--- src/hw/rtl/ddo_pkg.sv ---
`timescale 1ns / 1ps
// ----------------------------------------------------------------------------
// ddo_pkg
// shared types, constants and helpers of the wheel odometry core
// ----------------------------------------------------------------------------
package ddo_pkg;

	localparam int unsigned CORDIC_STEPS = 30;
	localparam logic [63:0] ANG_SCALE = 64'd2935890503282001227;
	localparam logic signed [33:0] CORDIC_X0 = 34'sd652032874;
	localparam logic signed [57:0] POSE_MAX = 58'sd140737488355327;
	localparam logic signed [57:0] POSE_MIN = -58'sd140737488355328;

	localparam logic [31:0] MPT_RESET = 32'd52976469;
	localparam logic [31:0] INV_DIST_RESET = 32'd187874759;

	// configuration register indexes
	localparam logic [1:0] REG_MPT_LEFT = 2'd0;
	localparam logic [1:0] REG_MPT_RIGHT = 2'd1;
	localparam logic [1:0] REG_INV_DIST = 2'd2;

	localparam logic ACTION_RESTART = 1'b0;

	typedef enum logic [5:0] {
		ST_IDLE, ST_RESTART, ST_WL, ST_WR, ST_TR, ST_SUM,
		ST_RAD0, ST_RAD1, ST_RAD2, ST_RADL,
		ST_ANG0, ST_ANG1, ST_ANG2, ST_ANG3, ST_ANG4, ST_HEAD,
		ST_CORD, ST_FOLD,
		ST_X0, ST_X1, ST_X2, ST_XAD,
		ST_Y0, ST_Y1, ST_Y2, ST_YAD,
		ST_WB
	} state_t;

	// operand pair of the shared multiplier
	typedef enum logic [3:0] {
		MOP_NONE, MOP_WL, MOP_WR, MOP_RAD0, MOP_RAD1,
		MOP_ANG0, MOP_ANG1, MOP_ANG2, MOP_ANG3,
		MOP_X0, MOP_X1, MOP_Y0, MOP_Y1
	} mul_op_t;

	// product accumulator action
	typedef enum logic [1:0] {
		AOP_NONE, AOP_LOAD, AOP_ADD32, AOP_ADD64
	} acc_op_t;

	// register load action
	typedef enum logic [3:0] {
		LOP_NONE, LOP_CAPTURE, LOP_RESTART, LOP_TL, LOP_TR, LOP_SUM,
		LOP_RAD, LOP_HEAD, LOP_CORD, LOP_FOLD, LOP_X, LOP_Y, LOP_WB
	} load_op_t;

	typedef struct packed {
		mul_op_t mop;
		acc_op_t aop;
		load_op_t lop;
	} dp_cmd_t;

	typedef struct packed {
		logic cord_done;
	} dp_status_t;

	function automatic logic [31:0] atan_lookup(input logic [4:0] i);
		logic [31:0] r;
		case (i)
			5'd0: r = 32'h20000000;
			5'd1: r = 32'h12E4051E;
			5'd2: r = 32'h09FB385B;
			5'd3: r = 32'h051111D4;
			5'd4: r = 32'h028B0D43;
			5'd5: r = 32'h0145D7E1;
			5'd6: r = 32'h00A2F61E;
			5'd7: r = 32'h00517C55;
			5'd8: r = 32'h0028BE53;
			5'd9: r = 32'h00145F2F;
			5'd10: r = 32'h000A2F98;
			5'd11: r = 32'h000517CC;
			5'd12: r = 32'h00028BE6;
			5'd13: r = 32'h000145F3;
			5'd14: r = 32'h0000A2FA;
			5'd15: r = 32'h0000517D;
			5'd16: r = 32'h000028BE;
			5'd17: r = 32'h0000145F;
			5'd18: r = 32'h00000A30;
			5'd19: r = 32'h00000518;
			5'd20: r = 32'h0000028C;
			5'd21: r = 32'h00000146;
			5'd22: r = 32'h000000A3;
			5'd23: r = 32'h00000051;
			5'd24: r = 32'h00000029;
			5'd25: r = 32'h00000014;
			5'd26: r = 32'h0000000A;
			5'd27: r = 32'h00000005;
			5'd28: r = 32'h00000003;
			5'd29: r = 32'h00000001;
			default: r = 32'h00000000;
		endcase
		return r;
	endfunction

	function automatic logic signed [47:0] sat48(input logic signed [57:0] v);
		logic signed [47:0] r;
		if (v > POSE_MAX) begin
			r = POSE_MAX[47:0];
		end else if (v < POSE_MIN) begin
			r = POSE_MIN[47:0];
		end else begin
			r = v[47:0];
		end
		return r;
	endfunction

endpackage

--- src/hw/rtl/ddo_ctrl.sv ---
`timescale 1ns / 1ps
// ----------------------------------------------------------------------------
// ddo_ctrl
// sequencer of the odometry datapath
// ----------------------------------------------------------------------------
module ddo_ctrl
	import ddo_pkg::*;
(
	input logic clk,
	input logic arst_n,
	input logic in_valid,
	input logic in_action,
	output logic in_ready,
	output logic out_valid,
	input logic out_ready,
	input dp_status_t status,
	output dp_cmd_t cmd
);

	state_t state_q, state_d;
	logic out_valid_q;
	logic wb_go;

	assign wb_go = !out_valid_q || out_ready;

	always_comb begin
		state_d = state_q;
		case (state_q)
			ST_IDLE: begin
				if (in_valid) begin
					state_d = (in_action == ACTION_RESTART) ? ST_RESTART : ST_WL;
				end
			end
			ST_RESTART: state_d = ST_WB;
			ST_WL: state_d = ST_WR;
			ST_WR: state_d = ST_TR;
			ST_TR: state_d = ST_SUM;
			ST_SUM: state_d = ST_RAD0;
			ST_RAD0: state_d = ST_RAD1;
			ST_RAD1: state_d = ST_RAD2;
			ST_RAD2: state_d = ST_RADL;
			ST_RADL: state_d = ST_ANG0;
			ST_ANG0: state_d = ST_ANG1;
			ST_ANG1: state_d = ST_ANG2;
			ST_ANG2: state_d = ST_ANG3;
			ST_ANG3: state_d = ST_ANG4;
			ST_ANG4: state_d = ST_HEAD;
			ST_HEAD: state_d = ST_CORD;
			ST_CORD: begin
				if (status.cord_done) begin
					state_d = ST_FOLD;
				end
			end
			ST_FOLD: state_d = ST_X0;
			ST_X0: state_d = ST_X1;
			ST_X1: state_d = ST_X2;
			ST_X2: state_d = ST_XAD;
			ST_XAD: state_d = ST_Y0;
			ST_Y0: state_d = ST_Y1;
			ST_Y1: state_d = ST_Y2;
			ST_Y2: state_d = ST_YAD;
			ST_YAD: state_d = ST_WB;
			ST_WB: begin
				if (wb_go) begin
					state_d = ST_IDLE;
				end
			end
			default: state_d = ST_IDLE;
		endcase
	end

	always_comb begin
		cmd.mop = MOP_NONE;
		cmd.aop = AOP_NONE;
		cmd.lop = LOP_NONE;
		case (state_q)
			ST_IDLE: begin
				if (in_valid) begin
					cmd.lop = LOP_CAPTURE;
				end
			end
			ST_RESTART: cmd.lop = LOP_RESTART;
			ST_WL: cmd.mop = MOP_WL;
			ST_WR: begin
				cmd.mop = MOP_WR;
				cmd.lop = LOP_TL;
			end
			ST_TR: cmd.lop = LOP_TR;
			ST_SUM: cmd.lop = LOP_SUM;
			ST_RAD0: cmd.mop = MOP_RAD0;
			ST_RAD1: begin
				cmd.mop = MOP_RAD1;
				cmd.aop = AOP_LOAD;
			end
			ST_RAD2: cmd.aop = AOP_ADD32;
			ST_RADL: cmd.lop = LOP_RAD;
			ST_ANG0: cmd.mop = MOP_ANG0;
			ST_ANG1: begin
				cmd.mop = MOP_ANG1;
				cmd.aop = AOP_LOAD;
			end
			ST_ANG2: begin
				cmd.mop = MOP_ANG2;
				cmd.aop = AOP_ADD32;
			end
			ST_ANG3: begin
				cmd.mop = MOP_ANG3;
				cmd.aop = AOP_ADD32;
			end
			ST_ANG4: cmd.aop = AOP_ADD64;
			ST_HEAD: cmd.lop = LOP_HEAD;
			ST_CORD: cmd.lop = LOP_CORD;
			ST_FOLD: cmd.lop = LOP_FOLD;
			ST_X0: cmd.mop = MOP_X0;
			ST_X1: begin
				cmd.mop = MOP_X1;
				cmd.aop = AOP_LOAD;
			end
			ST_X2: cmd.aop = AOP_ADD32;
			ST_XAD: cmd.lop = LOP_X;
			ST_Y0: cmd.mop = MOP_Y0;
			ST_Y1: begin
				cmd.mop = MOP_Y1;
				cmd.aop = AOP_LOAD;
			end
			ST_Y2: cmd.aop = AOP_ADD32;
			ST_YAD: cmd.lop = LOP_Y;
			ST_WB: begin
				if (wb_go) begin
					cmd.lop = LOP_WB;
				end
			end
			default: cmd.lop = LOP_NONE;
		endcase
	end

	assign in_ready = (state_q == ST_IDLE);
	assign out_valid = out_valid_q;

	always_ff @(posedge clk or negedge arst_n) begin
		if (!arst_n) begin
			state_q <= ST_IDLE;
			out_valid_q <= 1'b0;
		end else begin
			state_q <= state_d;
			if (state_q == ST_WB && wb_go) begin
				out_valid_q <= 1'b1;
			end else if (out_ready) begin
				out_valid_q <= 1'b0;
			end
		end
	end

endmodule

--- config.mk ---
export PLATFORM = sky130hd
export DESIGN_NAME = ddo_ctrl
export DESIGN_NICKNAME = d
export VERILOG_FILES = /design/src/hw/rtl/ddo_pkg.sv /design/src/hw/rtl/ddo_ctrl.sv
export SDC_FILE = /design/constraint.sdc
export NUM_CORES = 1
export LEC_CHECK = 0
export ABC_CLOCK_PERIOD_IN_PS = 1900
export BUFFER_PORTS_ARGS = -buffer_cell sky130_fd_sc_hd__buf_2
export CAP_MARGIN = 20
export CELL_PAD_IN_SITES_DETAIL_PLACEMENT = 1
export CELL_PAD_IN_SITES_GLOBAL_PLACEMENT = 1
export CORE_MARGIN = 3
export CORE_UTILIZATION = 35
export DETAILED_ROUTE_END_ITERATION = 8
export HOLD_SLACK_MARGIN = 0.06
export MAX_ROUTING_LAYER = met4
export PLACE_DENSITY = 0.78
export SETUP_SLACK_MARGIN = 0.5
export SLEW_MARGIN = 20
export SYNTH_ARGS = -nofsm -noshare
export SYNTH_HDL_FRONTEND = slang
export SYNTH_SLANG_ARGS = --single-unit
--- constraint.sdc ---
create_clock -name clk -period 1.9 [get_ports clk]
set_input_delay 0.285 -clock clk [delete_from_list [all_inputs] [get_ports clk]]
set_output_delay 0.285 -clock clk [all_outputs]
set_load 0.01 [all_outputs]
Word-level counts from Yosys, hierarchy flattened
Cells that the tools add are included.
{"block": "classes", "n_eq_ne": 29, "mux": 12, "n_reduce_logical": 9}
{"operator": "6-bit case mux with 26 select lines", "count": 1}
{"operator": "4-bit case mux with 12 select lines", "count": 2}
{"operator": "6-bit by 5-bit equality test with 1-bit output (second input constant)", "count": 11}
{"operator": "6-bit by 4-bit equality test with 1-bit output (second input constant)", "count": 8}
{"operator": "6-bit by 3-bit equality test with 1-bit output (second input constant)", "count": 4}
{"operator": "6-bit 2-to-1 mux", "count": 3}
{"operator": "6-bit by 2-bit equality test with 1-bit output (second input constant)", "count": 2}
{"operator": "6-bit by 1-bit equality test with 1-bit output (second input constant)", "count": 1}
{"operator": "6-bit logical NOT", "count": 1}
{"operator": "2-bit != test (second input constant)", "count": 3}
{"operator": "2-bit case mux with 3 select lines", "count": 1}
{"operator": "5-bit OR reduction", "count": 1}
{"operator": "4-bit 2-to-1 mux", "count": 1}
{"operator": "4-bit OR reduction", "count": 1}
{"operator": "1-bit 2-to-1 mux", "count": 3}
{"operator": "3-bit AND reduction", "count": 1}
{"operator": "2-bit 2-to-1 mux", "count": 1}
{"operator": "2-bit nonzero test", "count": 1}
{"operator": "2-bit OR reduction", "count": 1}
{"operator": "1-bit logical AND", "count": 1}
{"operator": "1-bit logical NOT", "count": 1}
{"operator": "1-bit logical OR", "count": 1}
{"block": "word_totals", "ff_bits": 7, "input_bits": 6, "output_inout_bits": 12, "elab_cells": 52}

Longest topological paths before layout
{"block": "depth", "word_depth": 4, "mapped_depth": 6, "ltp_nobuf": 4}

Worst setup path before layout
OpenSTA, ideal clock, no wires.
{"block": "synth_timing", "path_kind": "register -> output", "from": "register state_q[1]", "to": "output cmd[0] (netlist name)", "arrival_ns": 1.288, "required_ns": 1.615, "slack_ns": 0.327, "stages_incl_launch_ff": 6, "n_path_buf": 1, "path_cell_list": "dfrtp_1 buf_6 inv_4 or4_1 o311ai_1 a22o_1"}
{"item": "from (decl)", "line": "ddo_ctrl.sv:20", "text": "state_t state_q, state_d;"}
{"item": "from (signal assigned)", "line": "ddo_ctrl.sv:145", "text": "state_q <= state_d;"}
{"item": "to (decl)", "line": "ddo_ctrl.sv:17", "text": "output dp_cmd_t cmd"}

==> results.sh <==
export IMPL_status="finished, violations left"
export IMPL_failed_checks="setup timing"
export IMPL_antenna_found_initial=0
export IMPL_clock_path_buffers=2
export IMPL_crit_chain="buf_4 -> buf_12 -> buf_4 -> mux2i_1 -> a21oi_1 -> nor2_1 -> buf_2"
export IMPL_die_w_um=49.6
export IMPL_wl_met1_mm=1.43
export IMPL_cp_max_fo=11
export IMPL_mostFrequentLayoutCells="17 x buf_2, 17 x buf_4, 9 x nand2_1, 8 x nor2_1, 7 x a21oi_1"
export IMPL_rsz0062_at_grt="true"
export IMPL_max_cap_viol_count=0
export IMPL_grt_max_degree=18
export IMPL_synthAdderAreaFrac_pct=0
export IMPL_cts_buffers=3
export IMPL_ir_worst_vdd_mv=1.15
export IMPL_portBuffers=17
export IMPL_netlist_area_um2=666
export IMPL_drtAntennaViolNets=0
export IMPL_p_leak_nw=0.507
export IMPL_ys_types=36
export IMPL_final_hold_viol_count=0
export IMPL_drt_wl_total_mm=3.30
export IMPL_grt_pass1_wl_mm=4.58
export IMPL_core_um2=1760
export IMPL_cts_max_level=1
export IMPL_setup_viol=5
export IMPL_overflow=0
export IMPL_netlist_instances=98
export IMPL_cp_start_kind="register"
export IMPL_dr_wl_met3_um=118
export IMPL_num_rows=15
export IMPL_ys_ff_latch=6
export IMPL_post_route_cells_drive_above_1_share_pct=51.9
export IMPL_critPathKind="reg2out"
export IMPL_power_density_nw_per_um2=2260
export IMPL_slowest_stage="dfrtp_1"
export IMPL_nNetsFinal=139
export IMPL_synth_warnings=0
export IMPL_area_growth_pct=64.7
export IMPL_cts_sinks=6
export IMPL_skew_ps=0.980
export IMPL_critPathCaptureType="primary output"
export IMPL_seq_area_frac_synth_pct=22.6
export IMPL_root_buffer="clkbuf_4"
export IMPL_synth_top_family_by_area="simple AND/OR/NAND/NOR gates"
export IMPL_grt_usage_pct=24.7
export IMPL_relSlewSlack_pct=75.8
export IMPL_wl_per_cell_um=21.1
export IMPL_wl_met2_mm=1.59
export IMPL_totalNegativeSetupSlack_ps=-433
export IMPL_hpwl_mm=1.74
export IMPL_synth_xor_area_share_pct=2.63
export IMPL_drt_iter0_markers=31
export IMPL_fillers=220
export IMPL_cts_tree="built"
export IMPL_cp_data_required_time_ps=1620
export IMPL_setup_slack_ps=-159
export IMPL_hold_path_class="in2async"
export IMPL_clock_latency_ps=240
export IMPL_period_minus_slack_ps=2060
export IMPL_pin_count=18
export IMPL_diodes=0
export IMPL_die_area_um2=2460
export IMPL_synth_simple_gate_area_share_pct=32.1
export IMPL_first_pass_iters=5
export IMPL_crit_top_cell="buf_4"
export IMPL_arrival_ps=1770
export IMPL_start_util_pct=37.7
export IMPL_gp_congestion=0.857
export IMPL_synthMuxAreaShare_pct=1.50
export IMPL_syn_num_nets=104
export IMPL_synth_compound_area_share_pct=30.8
export IMPL_route_detailed_drc=0
export IMPL_fmax_mhz=486
export IMPL_vias=923
export IMPL_clk_pin_slew_ps=50
export IMPL_routed_via_density=5.92
export IMPL_holdWs_ps=406
export IMPL_final_max_slew_violation_count=0
export IMPL_worst_pin_slew_ps=358
export IMPL_syn_avg_cell_area_um2=6.79
export IMPL_crit_path_max_incr_delay_ps=430
export IMPL_grt_pass1_vias=956
export IMPL_post_route_period_util_pct=108
export IMPL_die_y_um=49.6
export IMPL_highest_layer="met4"
## what timing repair did
| item | CTS | global route |
|---|---|---|
| setup endpoints to repair | 13 | 14 |
| resized for setup | 20 | 20 |
| pin swaps | 4 | 4 |
| cloned | 0 | 0 |
| setup buffers | 5 | 7 |
| hold buffers | 1 | 0 |
| endpoints found under the hold margin | 6 | 0 |
## cell usage after synthesis
master / n / area [µm²]
o211a_1: 1 / 10.0
and4_1: 1 / 8.76
nor3_1: 5 / 25.0
a21oi_1: 8 / 40.0
a2bb2oi_1: 1 / 8.76
a31oi_1: 2 / 12.5
o31ai_1: 1 / 7.51
a22oi_1: 1 / 7.51
nand2_1: 11 / 41.3
a32oi_1: 2 / 17.5
o22ai_1: 2 / 12.5
buf_2: 5 / 25.0
xor2_1: 1 / 8.76
o311ai_1: 1 / 8.76
nand3_1: 3 / 15.0
buf_6: 1 / 11.3
inv_1: 4 / 15.0
o21ai_0: 5 / 25.0
a2111oi_0: 1 / 8.76
mux2i_1: 1 / 10.0
a21o_1: 1 / 7.51
dfrtp_1: 6 / 150
or4_1: 1 / 7.51
nor2b_1: 5 / 31.3
nor4b_1: 1 / 8.76
a22o_1: 1 / 8.76
or2_1: 1 / 6.26
clkbuf_1: 3 / 11.3
a211oi_1: 3 / 22.5
nor2_1: 12 / 45.0
o21bai_1: 1 / 7.51
nand2b_1: 2 / 12.5
and2_1: 1 / 6.26
or3_1: 1 / 6.26
inv_4: 1 / 6.26
xnor2_1: 1 / 8.76
## kinds of logic after synthesis
family | count (synthesis)
compound gates | 31
xor+xnor | 2
buf+inv | 14
flops | 6
mux | 1
simple gates | 44
## flip-flops by register name (all words and copies together) (netlist names)
name,count
state_q,5
out_valid,1
## path summary, 6_finish.rpt
kind / end / startpoint / slack, ps / depth (start not counted)
worst max-delay path: cmd[6] / state_q[2] / -160 / 7
min in group clk: out_valid / out_ready / 520 / 3
worst min register to register: state_q[1] / state_q[0] / 630 / 1
max in group asynchronous: state_q[3] / arst_n / 1340 / 2
worst min-delay path: state_q[0] / arst_n / 410 / 2
worst max register to register: state_q[0] / state_q[2] / 310 / 7
## power by group
group,switching (W),internal (W),leakage (nW)
combinational,0.00116,0.000920,0.421
clock,0.0000462,0.0000715,0.0138
sequential,0.0000892,0.000193,0.0719
## cell type report
class                   count  area (µm²)  area share, %
repair buffers             39         280           25.6
inverters                   5        28.8           2.63
clock buffers               3        22.5           2.05
multi-input cells          78         581           53.0
flip-flops and latches      6         153           13.9
well taps                  25        31.3           2.85
## metrics by stage
step / setup WS, ps / cell area, µm² / utilization (%) / instances / total power (W)
floorplan: 338 / 689 / - / 98 / 0.00121
global placement: 218 / 817 / 46.3 / 140 / 0.00159
detailed placement: 177 / 817 / 46.3 / 140 / 0.00164
CTS: -46.9 / 955 / 54.1 / 149 / 0.00200
global route: -250 / 1100 / 62.1 / 156 / 0.00263
finish: -159 / 1100 / 62.1 / 156 / 0.00248
## routing by layer
layer,vias up,track usage [%]
met5,-,-
met4,0,10.6
met3,16,2.72
met2,35,41.2
met1,454,30.0
li1,418,-
## critical path: cells and delay by family, from the launching register on
kind            cells  cell delay [ps]
simple gates        1              160
flops               1              430
buf+inv             4              630
mux                 1              190
compound gates      1              130
Note: power is estimated with default switching activity, not from simulation.
